==> src/rtl/core/tmd_pkg.sv <==
// Shared types and constants of the switching median denoise block.
package tmd_pkg;

  localparam int PixW      = 8;
  localparam int ThrW      = 12;
  localparam int WidW      = 11;
  localparam int HgtW      = 12;
  localparam int RowW      = 12;
  localparam int CfgDataW  = 12;
  localparam int CfgIdxW   = 2;
  localparam int ProdW     = ThrW + PixW;
  localparam int WinSize   = 3;
  localparam int WinCells  = WinSize * WinSize;
  localparam int WinCenter = (WinCells - 1) / 2;

  localparam logic [ThrW-1:0] ThrReset = ThrW'(26);
  localparam logic [WidW-1:0] WidReset = WidW'(640);
  localparam logic [HgtW-1:0] HgtReset = HgtW'(480);

  typedef logic [PixW-1:0] pixel_t;
  typedef pixel_t [WinCells-1:0] window_t;

  typedef enum logic [CfgIdxW-1:0] {
    CFG_THRESHOLD    = 2'd0,
    CFG_IMAGE_WIDTH  = 2'd1,
    CFG_IMAGE_HEIGHT = 2'd2
  } cfg_idx_e;

  typedef struct packed {
    pixel_t pixel_in;
    logic   frame_start;
  } in_word_t;

  typedef struct packed {
    pixel_t pixel_out;
    logic   replaced;
    logic   last_of_frame;
  } out_word_t;

endpackage

==> src/rtl/core/tmd_median9.sv <==
// Two-stage registered median-of-nine sorting network.
module tmd_median9 (
  input  logic             clk_i,
  input  tmd_pkg::window_t win_i,
  output tmd_pkg::pixel_t  med_o
);

  function automatic tmd_pkg::window_t cmpx(tmd_pkg::window_t w, logic [3:0] a,
                                            logic [3:0] b);
    tmd_pkg::window_t r;
    r = w;
    if (w[a] > w[b]) begin
      r[a] = w[b];
      r[b] = w[a];
    end
    return r;
  endfunction

  tmd_pkg::window_t rows_d, rows_q, cols;
  tmd_pkg::pixel_t  med_q;

  // sort each row
  always_comb begin
    rows_d = win_i;
    rows_d = cmpx(rows_d, 4'd1, 4'd2);
    rows_d = cmpx(rows_d, 4'd4, 4'd5);
    rows_d = cmpx(rows_d, 4'd7, 4'd8);
    rows_d = cmpx(rows_d, 4'd0, 4'd1);
    rows_d = cmpx(rows_d, 4'd3, 4'd4);
    rows_d = cmpx(rows_d, 4'd6, 4'd7);
    rows_d = cmpx(rows_d, 4'd1, 4'd2);
    rows_d = cmpx(rows_d, 4'd4, 4'd5);
    rows_d = cmpx(rows_d, 4'd7, 4'd8);
  end

  // merge columns down to the middle element
  always_comb begin
    cols = rows_q;
    cols = cmpx(cols, 4'd0, 4'd3);
    cols = cmpx(cols, 4'd5, 4'd8);
    cols = cmpx(cols, 4'd4, 4'd7);
    cols = cmpx(cols, 4'd3, 4'd6);
    cols = cmpx(cols, 4'd1, 4'd4);
    cols = cmpx(cols, 4'd2, 4'd5);
    cols = cmpx(cols, 4'd4, 4'd7);
    cols = cmpx(cols, 4'd4, 4'd2);
    cols = cmpx(cols, 4'd6, 4'd4);
    cols = cmpx(cols, 4'd4, 4'd2);
  end

  always_ff @(posedge clk_i) begin
    rows_q <= rows_d;
    med_q  <= cols[tmd_pkg::WinCenter];
  end

  assign med_o = med_q;

endmodule
==> config.mk <==
export PLATFORM = sky130hd
export DESIGN_NAME = tmd_median9
export DESIGN_NICKNAME = d
export VERILOG_FILES = /design/src/rtl/core/tmd_pkg.sv /design/src/rtl/core/tmd_median9.sv
export SDC_FILE = /design/constraint.sdc
export NUM_CORES = 1
export LEC_CHECK = 0
export ABC_AREA = 1
export BUFFER_PORTS_ARGS = -buffer_cell sky130_fd_sc_hd__buf_2
export CAP_MARGIN = 20
export CORE_ASPECT_RATIO = 0.5
export CORE_UTILIZATION = 41
export CTS_BUF_LIST = sky130_fd_sc_hd__clkbuf_4 sky130_fd_sc_hd__clkbuf_8 sky130_fd_sc_hd__clkbuf_16
export DETAILED_ROUTE_END_ITERATION = 6
export GPL_TIMING_DRIVEN = 1
export PLACE_DENSITY = 0.63
export SLEW_MARGIN = 25
export SYNTH_ARGS = -nofsm -noshare
export SYNTH_HDL_FRONTEND = slang
export SYNTH_SLANG_ARGS = --single-unit
==> constraint.sdc <==
create_clock -name clk_i -period 10.65 [get_ports clk_i]
set_input_delay 2.13 -clock clk_i [delete_from_list [all_inputs] [get_ports clk_i]]
set_output_delay 2.13 -clock clk_i [all_outputs]
set_load 0.01 [all_outputs]
==> results of run 1 <==
## path summary, 6_finish.rpt
check | from | end | slack (ns)
min reg2reg | rows_q[54] | med_o[6] | 0.85
min | rows_q[54] | med_o[6] | 0.85
max | rows_q[57] | med_o[3] | 1.61
max reg2reg | rows_q[57] | med_o[3] | 1.61
## through the flow
step	util	instance area (um2)	hold WS, ns
2_1_floorplan	-	7670	0.663
3_3_place_gp	0.463	8250	0.813
3_5_place_dp	0.463	8250	0.835
4_1_cts	0.480	8560	0.856
5_1_grt	0.482	8580	0.922
6_report	0.482	8580	0.852
## cell families (layout without fill, tap and decap cells)
family          count (synthesis)  count (layout)
compound gates                328             328
fa+ha+maj                     150             150
buf+inv                       163             231
flops                          80              80
simple gates                  438             438
## cells in the final DEF (no fill, tap or decap), types with 9 or more instances in the layout
cell type,count
o21ai_1,11
dfxtp_1,80
a21oi_1,104
nand3_1,28
ha_1,150
clkbuf_16,9
nand2_1,296
nor2_1,81
buf_2,82
o211ai_1,10
inv_1,127
o21ai_0,175
## registers in the layout, summed over array words and instances (netlist names)
register,flops
rows_q,72
med_o,8
## final cells by class
type                    instances  area (um2)
multi-input cells             916        5460
clock inverters                 6        72.6
fillers                      1784        9240
well taps                     234         293
inverters                     130         488
clock buffers                  10         239
repair buffers                 85         433
flip-flops and latches         80        1600
## per-layer routing
layer / vias up / global-route usage
met4: 0 / 0.0460
met2: 148 / 0.324
met1: 3310 / 0.338
met3: 15 / 0.0246
met5: - / 0
li1: 4013 / -
## worst max-delay path, delay by kind of cell, from the launching register on
| family | cells | cell delay, ns |
|---|---|---|
| flops | 1 | 0.33 |
| fa+ha+maj | 6 | 1.84 |
| compound gates | 12 | 2.68 |
| simple gates | 28 | 3.07 |
| buf+inv | 5 | 1.02 |
==> results.sh, run 1 <==
export IMPL_status="finished clean"
export IMPL_cpMostUsedCell="nand2_1"
export IMPL_pre_cts_ws_ns=1.42
export IMPL_cts_htree_levels=3
export IMPL_critPathKind="reg2reg"
export IMPL_die_area_mm2=0.0193
export IMPL_synth_xor_area_share=0
export IMPL_synth_top_family_by_area="adder cells"
export IMPL_wire_per_inst_um=14.1
export IMPL_skew_ns=0.0104
export IMPL_maxUsedRoutingLayer="met4"
export IMPL_critPathMaxFanout=31
export IMPL_required_ns=10.94
export IMPL_vias_per_cell=5.12
export IMPL_ctsHoldBuffers=0
export IMPL_wl_um=20500
export IMPL_async_reset_ff_frac=0
export IMPL_postCtsResizedCells=0
export IMPL_synth_avg_cell_area_um2=6.62
export IMPL_end_kind="flip-flop"
export IMPL_area_growth_pct=11.9
export IMPL_synth_cell_types=32
export IMPL_syn_instance_count=1159
export IMPL_rsz0062_at_grt="no"
export IMPL_worst_slack_ns=1.61
export IMPL_start_util=0.430
export IMPL_vias=7486
export IMPL_die_h_um=98.7
export IMPL_fmax_mhz=111
export IMPL_place_congestion=0.913
export IMPL_wl_met1_um=11500
export IMPL_drtPass1Iterations=5
export IMPL_post_place_cells=1443
export IMPL_grt_max_degree=33
export IMPL_netlist_area_mm2=0.00767
export IMPL_ys_ff_latch=80
export IMPL_synth_simple_gate_area_share=0.236
export IMPL_yosysMostFrequentCell="nand2_1"
export IMPL_synth_seq_area_share=0.209
export IMPL_synthAdderAreaFrac=0.245
export IMPL_hold_viol_final=0
export IMPL_period_share=0.849
export IMPL_layout_drive_gt1_share=0.106
export IMPL_synth_compound_area_frac=0.230
export IMPL_final_max_slew_viol_count=0
export IMPL_final_nets=1445
export IMPL_clk_pin_slew_ns=0.07
export IMPL_start_kind="flip-flop"
export IMPL_setup_viol=0
export IMPL_core_area_mm2=0.0178
export IMPL_cp_data_arrival_time_ns=9.33
export IMPL_synth_area_leaders="ha_1, dfxtp_1, nand2_1"
export IMPL_cts_buffers=9
export IMPL_tightest_slew_ns=0.957
export IMPL_grt_pass1_wl_um=33600
export IMPL_synth_mux_area_frac=0
export IMPL_ys_top_cells_by_count="nand2_1, o21ai_0, ha_1"
export IMPL_numClockSinks=80
export IMPL_fp_dieW_um=195
export IMPL_post_route_min_period_ns=9.04
export IMPL_postCtsSetupBuffers=0
export IMPL_holdPathStages=6
export IMPL_layout_cells_non_filler=1461
export IMPL_synth_top_cell_by_area="ha_1"
export IMPL_max_stage_delay_ns=0.58
export IMPL_drt_iter0_drc=520
export IMPL_antenna_cells=0
export IMPL_grt_antenna_before_repair=0
export IMPL_cts_tree="built"
export IMPL_clk_latency_ns=0.35
export IMPL_grt_pass1_vias=6689
export IMPL_yosysWarnings=0
export IMPL_wl_met2_um=7990
export IMPL_synth_top_area_share=0.245
export IMPL_pin_count=81
export IMPL_cts_root_buf="clkbuf_16"
export IMPL_finalSetupTns_ns=0
export IMPL_overflow=0
export IMPL_io_buffer_count=80
export IMPL_rr_worst_depth=51
export IMPL_drc_errors=0
export IMPL_cap_violations=0
export IMPL_synth_flop_cell="dfxtp_1"
export IMPL_synth_edf_count=0
export IMPL_relSlewSlack=0.360
export IMPL_antenna_left=0
export IMPL_dpl_hpwl_um=17300
export IMPL_clockBufferDepth=2
export IMPL_wl_met3_um=881
export IMPL_rows=34
export IMPL_track_usage=0.219
export IMPL_synth_fp_nets=1382
export IMPL_hold_class="reg2reg"
export IMPL_critPathSlowestCell="o31ai_4"
Power of run 1 is not shown: default switching activity piles up to over one toggle a cycle in this logic, so the estimate is an artifact.
==> inputs of run 2 (changes only) <==
==> constraint.sdc (replaced) <==
create_clock -name clk_i -period 8.5 [get_ports clk_i]
set_input_delay 1.7 -clock clk_i [delete_from_list [all_inputs] [get_ports clk_i]]
set_output_delay 1.7 -clock clk_i [all_outputs]
set_load 0.01 [all_outputs]
==> run 2 against run 1 <==
Fmax is 14% higher. Non-clock buffer count is 5 higher. Sequential share of layout area fell by 0.21 points. Critical path depth is 3 higher. Die area did not move. Hold slack gained 0.0084 ns. Clock-buffer cell count unchanged.
==> results.sh, run 2 (same netlist as run 1, synthesis figures left out) <==
export IMPL_grt_pass1_vias=6605
export IMPL_drtPass1Iterations=5
export IMPL_drt_iter0_drc=505
export IMPL_tightest_slew_ns=1.01
export IMPL_fp_dieW_um=195
export IMPL_start_util=0.430
export IMPL_drc_errors=0
export IMPL_status="finished clean"
export IMPL_die_h_um=98.7
export IMPL_die_area_mm2=0.0193
export IMPL_skew_ns=0.00409
export IMPL_worst_slack_ns=0.554
export IMPL_cts_buffers=9
export IMPL_regMostFlops="rows_q"
export IMPL_r2r_slack_ns=0.55
export IMPL_final_nets=1452
export IMPL_rr_worst_depth=54
export IMPL_wire_per_inst_um=13.9
export IMPL_largest_reg_flops=72
export IMPL_place_congestion=0.953
export IMPL_finalSetupTns_ns=0
export IMPL_min_to="med_o[1]"
export IMPL_antenna_left=0
export IMPL_track_usage=0.214
export IMPL_clk_pin_slew_ns=0.06
export IMPL_io_buffer_count=80
export IMPL_holdPathStages=6
export IMPL_hold_class="reg2reg"
export IMPL_area_growth_pct=13.2
export IMPL_reg2reg_from="rows_q[63]"
export IMPL_post_route_min_period_ns=7.95
export IMPL_cts_tree="built"
export IMPL_dpl_hpwl_um=17300
export IMPL_grt_antenna_before_repair=0
export IMPL_period_share=0.935
export IMPL_overflow=0
export IMPL_antenna_cells=0
export IMPL_layout_drive_gt1_share=0.117
export IMPL_cpMostUsedCell="nand2_1"
export IMPL_fmax_mhz=126
export IMPL_fillers=1761
export IMPL_grt_max_degree=33
export IMPL_end_kind="flip-flop"
export IMPL_min_from="rows_q[49]"
export IMPL_final_max_slew_viol_count=0
export IMPL_critPathKind="reg2reg"
export IMPL_critPathMaxFanout=16
export IMPL_clk_latency_ns=0.34
export IMPL_vias_per_cell=5.12
export IMPL_hold_viol_final=0
export IMPL_critPathSlowestCell="or2_2"
export IMPL_wl_um=20400
export IMPL_clockBufferDepth=2
export IMPL_cp_data_arrival_time_ns=8.23
export IMPL_numClockSinks=80
export IMPL_cts_root_buf="clkbuf_16"
export IMPL_cap_violations=0
export IMPL_final_common_cell="nand2_1"
export IMPL_max_stage_delay_ns=0.32
export IMPL_start_kind="flip-flop"
export IMPL_rows=34
export IMPL_relSlewSlack=0.326
export IMPL_setup_viol=0
export IMPL_grt_pass1_wl_um=32700
export IMPL_pin_count=81
export IMPL_core_area_mm2=0.0178
export IMPL_vias=7514
export IMPL_final_cell_mix="nand2_1, o21ai_0, ha_1"
export IMPL_r2r_end="med_o[3]"
export IMPL_required_ns=8.79
export IMPL_pre_cts_ws_ns=0.189
export IMPL_cts_htree_levels=3
-- run 2: final cells by class --
cell class / count / area [um2] / share of cell area
Tap cell: 234 / 293 / 0.0337
Clock buffer: 10 / 239 / 0.0275
Sequential cell: 80 / 1600 / 0.184
Multi-Input combinational cell: 917 / 5500 / 0.634
Clock inverter: 6 / 75.1 / 0.00865
Inverter: 130 / 488 / 0.0562
Timing Repair inverter: 1 / 7.51 / 0.000865
Timing Repair Buffer: 90 / 475 / 0.0548
-- run 2: worst max-delay path by stage --
stage               cells after the start  endpoint  slack, ns  startpoint
detailed placement                     53  med_o[3]       0.19  rows_q[59]
finish                                 54  med_o[3]       0.55  rows_q[63]
global route                           53  med_o[7]      -0.07  rows_q[59]
floorplan                              53  med_o[5]       0.51  rows_q[63]
CTS                                    53  med_o[3]       0.16  rows_q[59]
global placement                       54  med_o[7]       0.33  rows_q[63]
-- run 2: metal layers --
layer / routed length [um] / global-route usage / share of wire
met3: 899 / 0.0305 / 0.044
met5: 0 / 0 / 0
met1: 11300 / 0.324 / 0.56
met4: 243 / 0.0491 / 0.012
met2: 7940 / 0.314 / 0.39
-- run 2: stage by stage --
step | std cells | util | area, um2 | hold slack [ns]
5_1_grt | 1468 | 0.487 | 8680 | 0.906
3_5_place_dp | 1445 | 0.464 | 8270 | 0.829
2_1_floorplan | 1159 | - | 7670 | 0.663
4_1_cts | 1461 | 0.481 | 8580 | 0.843
6_report | 1468 | 0.487 | 8680 | 0.861
3_3_place_gp | 1445 | 0.464 | 8270 | 0.817
-- run 2: worst max-delay path: cells and delay by family, from the launching register on --
family / cells / cell delay [ns]
adder cells (fa/ha/maj): 6 / 1.74
AND/OR/NAND/NOR: 25 / 2.66
buffers and inverters: 9 / 1.11
flip-flops: 1 / 0.30
AO/OA/AOI/OAI: 14 / 2.04
-- run 2: what timing repair did --
action / 4_1_cts / 5_1_grt
endpoints found under the hold margin: 0 / 0
setup buffers: 0 / 4
endpoints found under the setup margin: 0 / 8
hold buffers: 0 / 0
resized for setup: 0 / 13
Power of run 2 is left out for the same reason.
==> inputs of run 3 (changes only) <==
--- a/config.mk
+++ b/config.mk
@@ -9,11 +9,11 @@
 export BUFFER_PORTS_ARGS = -buffer_cell sky130_fd_sc_hd__buf_2
 export CAP_MARGIN = 20
 export CORE_ASPECT_RATIO = 0.5
-export CORE_UTILIZATION = 41
+export CORE_UTILIZATION = 50
 export CTS_BUF_LIST = sky130_fd_sc_hd__clkbuf_4 sky130_fd_sc_hd__clkbuf_8 sky130_fd_sc_hd__clkbuf_16
 export DETAILED_ROUTE_END_ITERATION = 6
 export GPL_TIMING_DRIVEN = 1
-export PLACE_DENSITY = 0.63
+export PLACE_DENSITY = 0.74
 export SLEW_MARGIN = 25
 export SYNTH_ARGS = -nofsm -noshare
 export SYNTH_HDL_FRONTEND = slang
==> run 3 against run 2 <==
Register-to-register slack got worse by 0.12 ns. Cell area decreased by 0.69%. Fmax decreased by 1.5%. Global-route usage increased by 4.4 points. Via count increased by 1.5%.
==> results.sh, run 3 (same netlist as run 1, synthesis figures left out) <==
export IMPL_setup_viol=0
export IMPL_hold_viol_final=0
export IMPL_required_ns=8.80
export IMPL_relSlewSlack=0.354
export IMPL_die_h_um=89.6
export IMPL_cts_htree_levels=3
export IMPL_clk_pin_slew_ns=0.06
export IMPL_post_route_min_period_ns=8.06
export IMPL_drtPass1Iterations=6
export IMPL_pin_count=81
export IMPL_dpl_hpwl_um=16600
export IMPL_final_max_slew_viol_count=0
export IMPL_cap_violations=0
export IMPL_area_growth_pct=12.4
export IMPL_max_stage_delay_ns=0.33
export IMPL_final_area_mm2=0.00862
export IMPL_period_share=0.949
export IMPL_antenna_cells=0
export IMPL_antenna_left=0
export IMPL_dpl_cell_area_mm2=0.00822
export IMPL_core_area_mm2=0.0147
export IMPL_wire_per_inst_um=14.0
export IMPL_start_util=0.522
export IMPL_grt_pass1_wl_um=31900
export IMPL_skew_ns=0.00784
export IMPL_grt_max_degree=33
export IMPL_hold_ws_ns=0.868
export IMPL_cts_root_buf="clkbuf_16"
export IMPL_critPathMaxFanout=15
export IMPL_overflow=0
export IMPL_final_common_cell="nand2_1"
export IMPL_io_buffer_count=80
export IMPL_pre_cts_ws_ns=0.0345
export IMPL_track_usage=0.258
export IMPL_rows=31
export IMPL_utilization=0.586
export IMPL_layout_drive_gt1_share=0.121
export IMPL_grt_antenna_before_repair=0
export IMPL_ctsHoldBuffers=0
export IMPL_die_area_mm2=0.0159
export IMPL_fmax_mhz=124
export IMPL_clk_latency_ns=0.35
export IMPL_numClockSinks=80
export IMPL_final_cell_mix="nand2_1, o21ai_0, ha_1"
export IMPL_critPathKind="reg2reg"
export IMPL_rsz0062_at_grt="yes"
export IMPL_final_nets=1456
export IMPL_worst_slack_ns=0.436
export IMPL_cts_tree="built"
export IMPL_vias_per_cell=5.31
export IMPL_end_kind="flip-flop"
export IMPL_drt_iter0_drc=564
export IMPL_place_congestion=0.947
export IMPL_cp_data_arrival_time_ns=8.36
export IMPL_start_kind="flip-flop"
export IMPL_grt_pass1_vias=6598
export IMPL_status="finished clean"
export IMPL_wl_um=20100
export IMPL_fp_dieW_um=177
export IMPL_vias=7627
export IMPL_hold_class="reg2reg"
export IMPL_critPathSlowestCell="ha_1"
export IMPL_largest_reg_flops=72
export IMPL_fillers=1438
export IMPL_cpMostUsedCell="nand2_1"
export IMPL_drc_errors=0
export IMPL_cts_buffers=9
export IMPL_tightest_slew_ns=0.967
export IMPL_clockBufferDepth=2
export IMPL_regMostFlops="rows_q"
## run 3: per-stage QoR
| step | std cells | setup TNS (ns) |
|---|---|---|
| finish | 1436 | 0 |
| global route | 1436 | -0.352 |
| CTS | 1424 | 0 |
| detailed placement | 1408 | 0 |
| global placement | 1408 | 0 |
| floorplan | 1159 | 0 |
## run 3: repair_timing
| item | CTS | global route |
|---|---|---|
| buffers inserted | 0 | 8 |
| resized for setup | 1 | 10 |
| cloned | 0 | 2 |
| pin swaps | 0 | 1 |
| endpoints found under the setup margin | 8 | 8 |
## run 3: worst paths after layout
kind | slack (ns) | to | startpoint | cells after the start
setup / recovery | 0.44 | med_o[1] | rows_q[63] | 52
hold / removal | 0.87 | med_o[7] | rows_q[55] | 6
setup reg to reg | 0.44 | med_o[1] | rows_q[63] | 52
hold reg to reg | 0.87 | med_o[7] | rows_q[55] | 6
## run 3: cell type report
cell class | instances | area (um2) | area share
Sequential cell | 80 | 1600 | 0.186
Timing Repair Buffer | 94 | 503 | 0.0583
Clock buffer | 10 | 239 | 0.0277
Tap cell | 198 | 248 | 0.0287
Clock inverter | 6 | 51.3 | 0.00595
Inverter | 130 | 488 | 0.0566
Multi-Input combinational cell | 918 | 5490 | 0.637
## run 3: layer usage
metal	up-vias	share of wire	track usage	wire length (um)
met1	3332	0.52	0.378	10500
li1	4042	-	-	-
met3	13	0.059	0.0354	1190
met4	0	0.013	0.0737	260
met2	240	0.41	0.392	8140
met5	-	0	0	0
## run 3: critical path, delay by kind of cell, from the launching register on
kind            cells  cell delay [ns]
simple gates       28             3.25
fa+ha+maj           6             1.65
compound gates      9             1.61
buf+inv             9             1.17
flops               1             0.32
Power of run 3 is left out for the same reason.
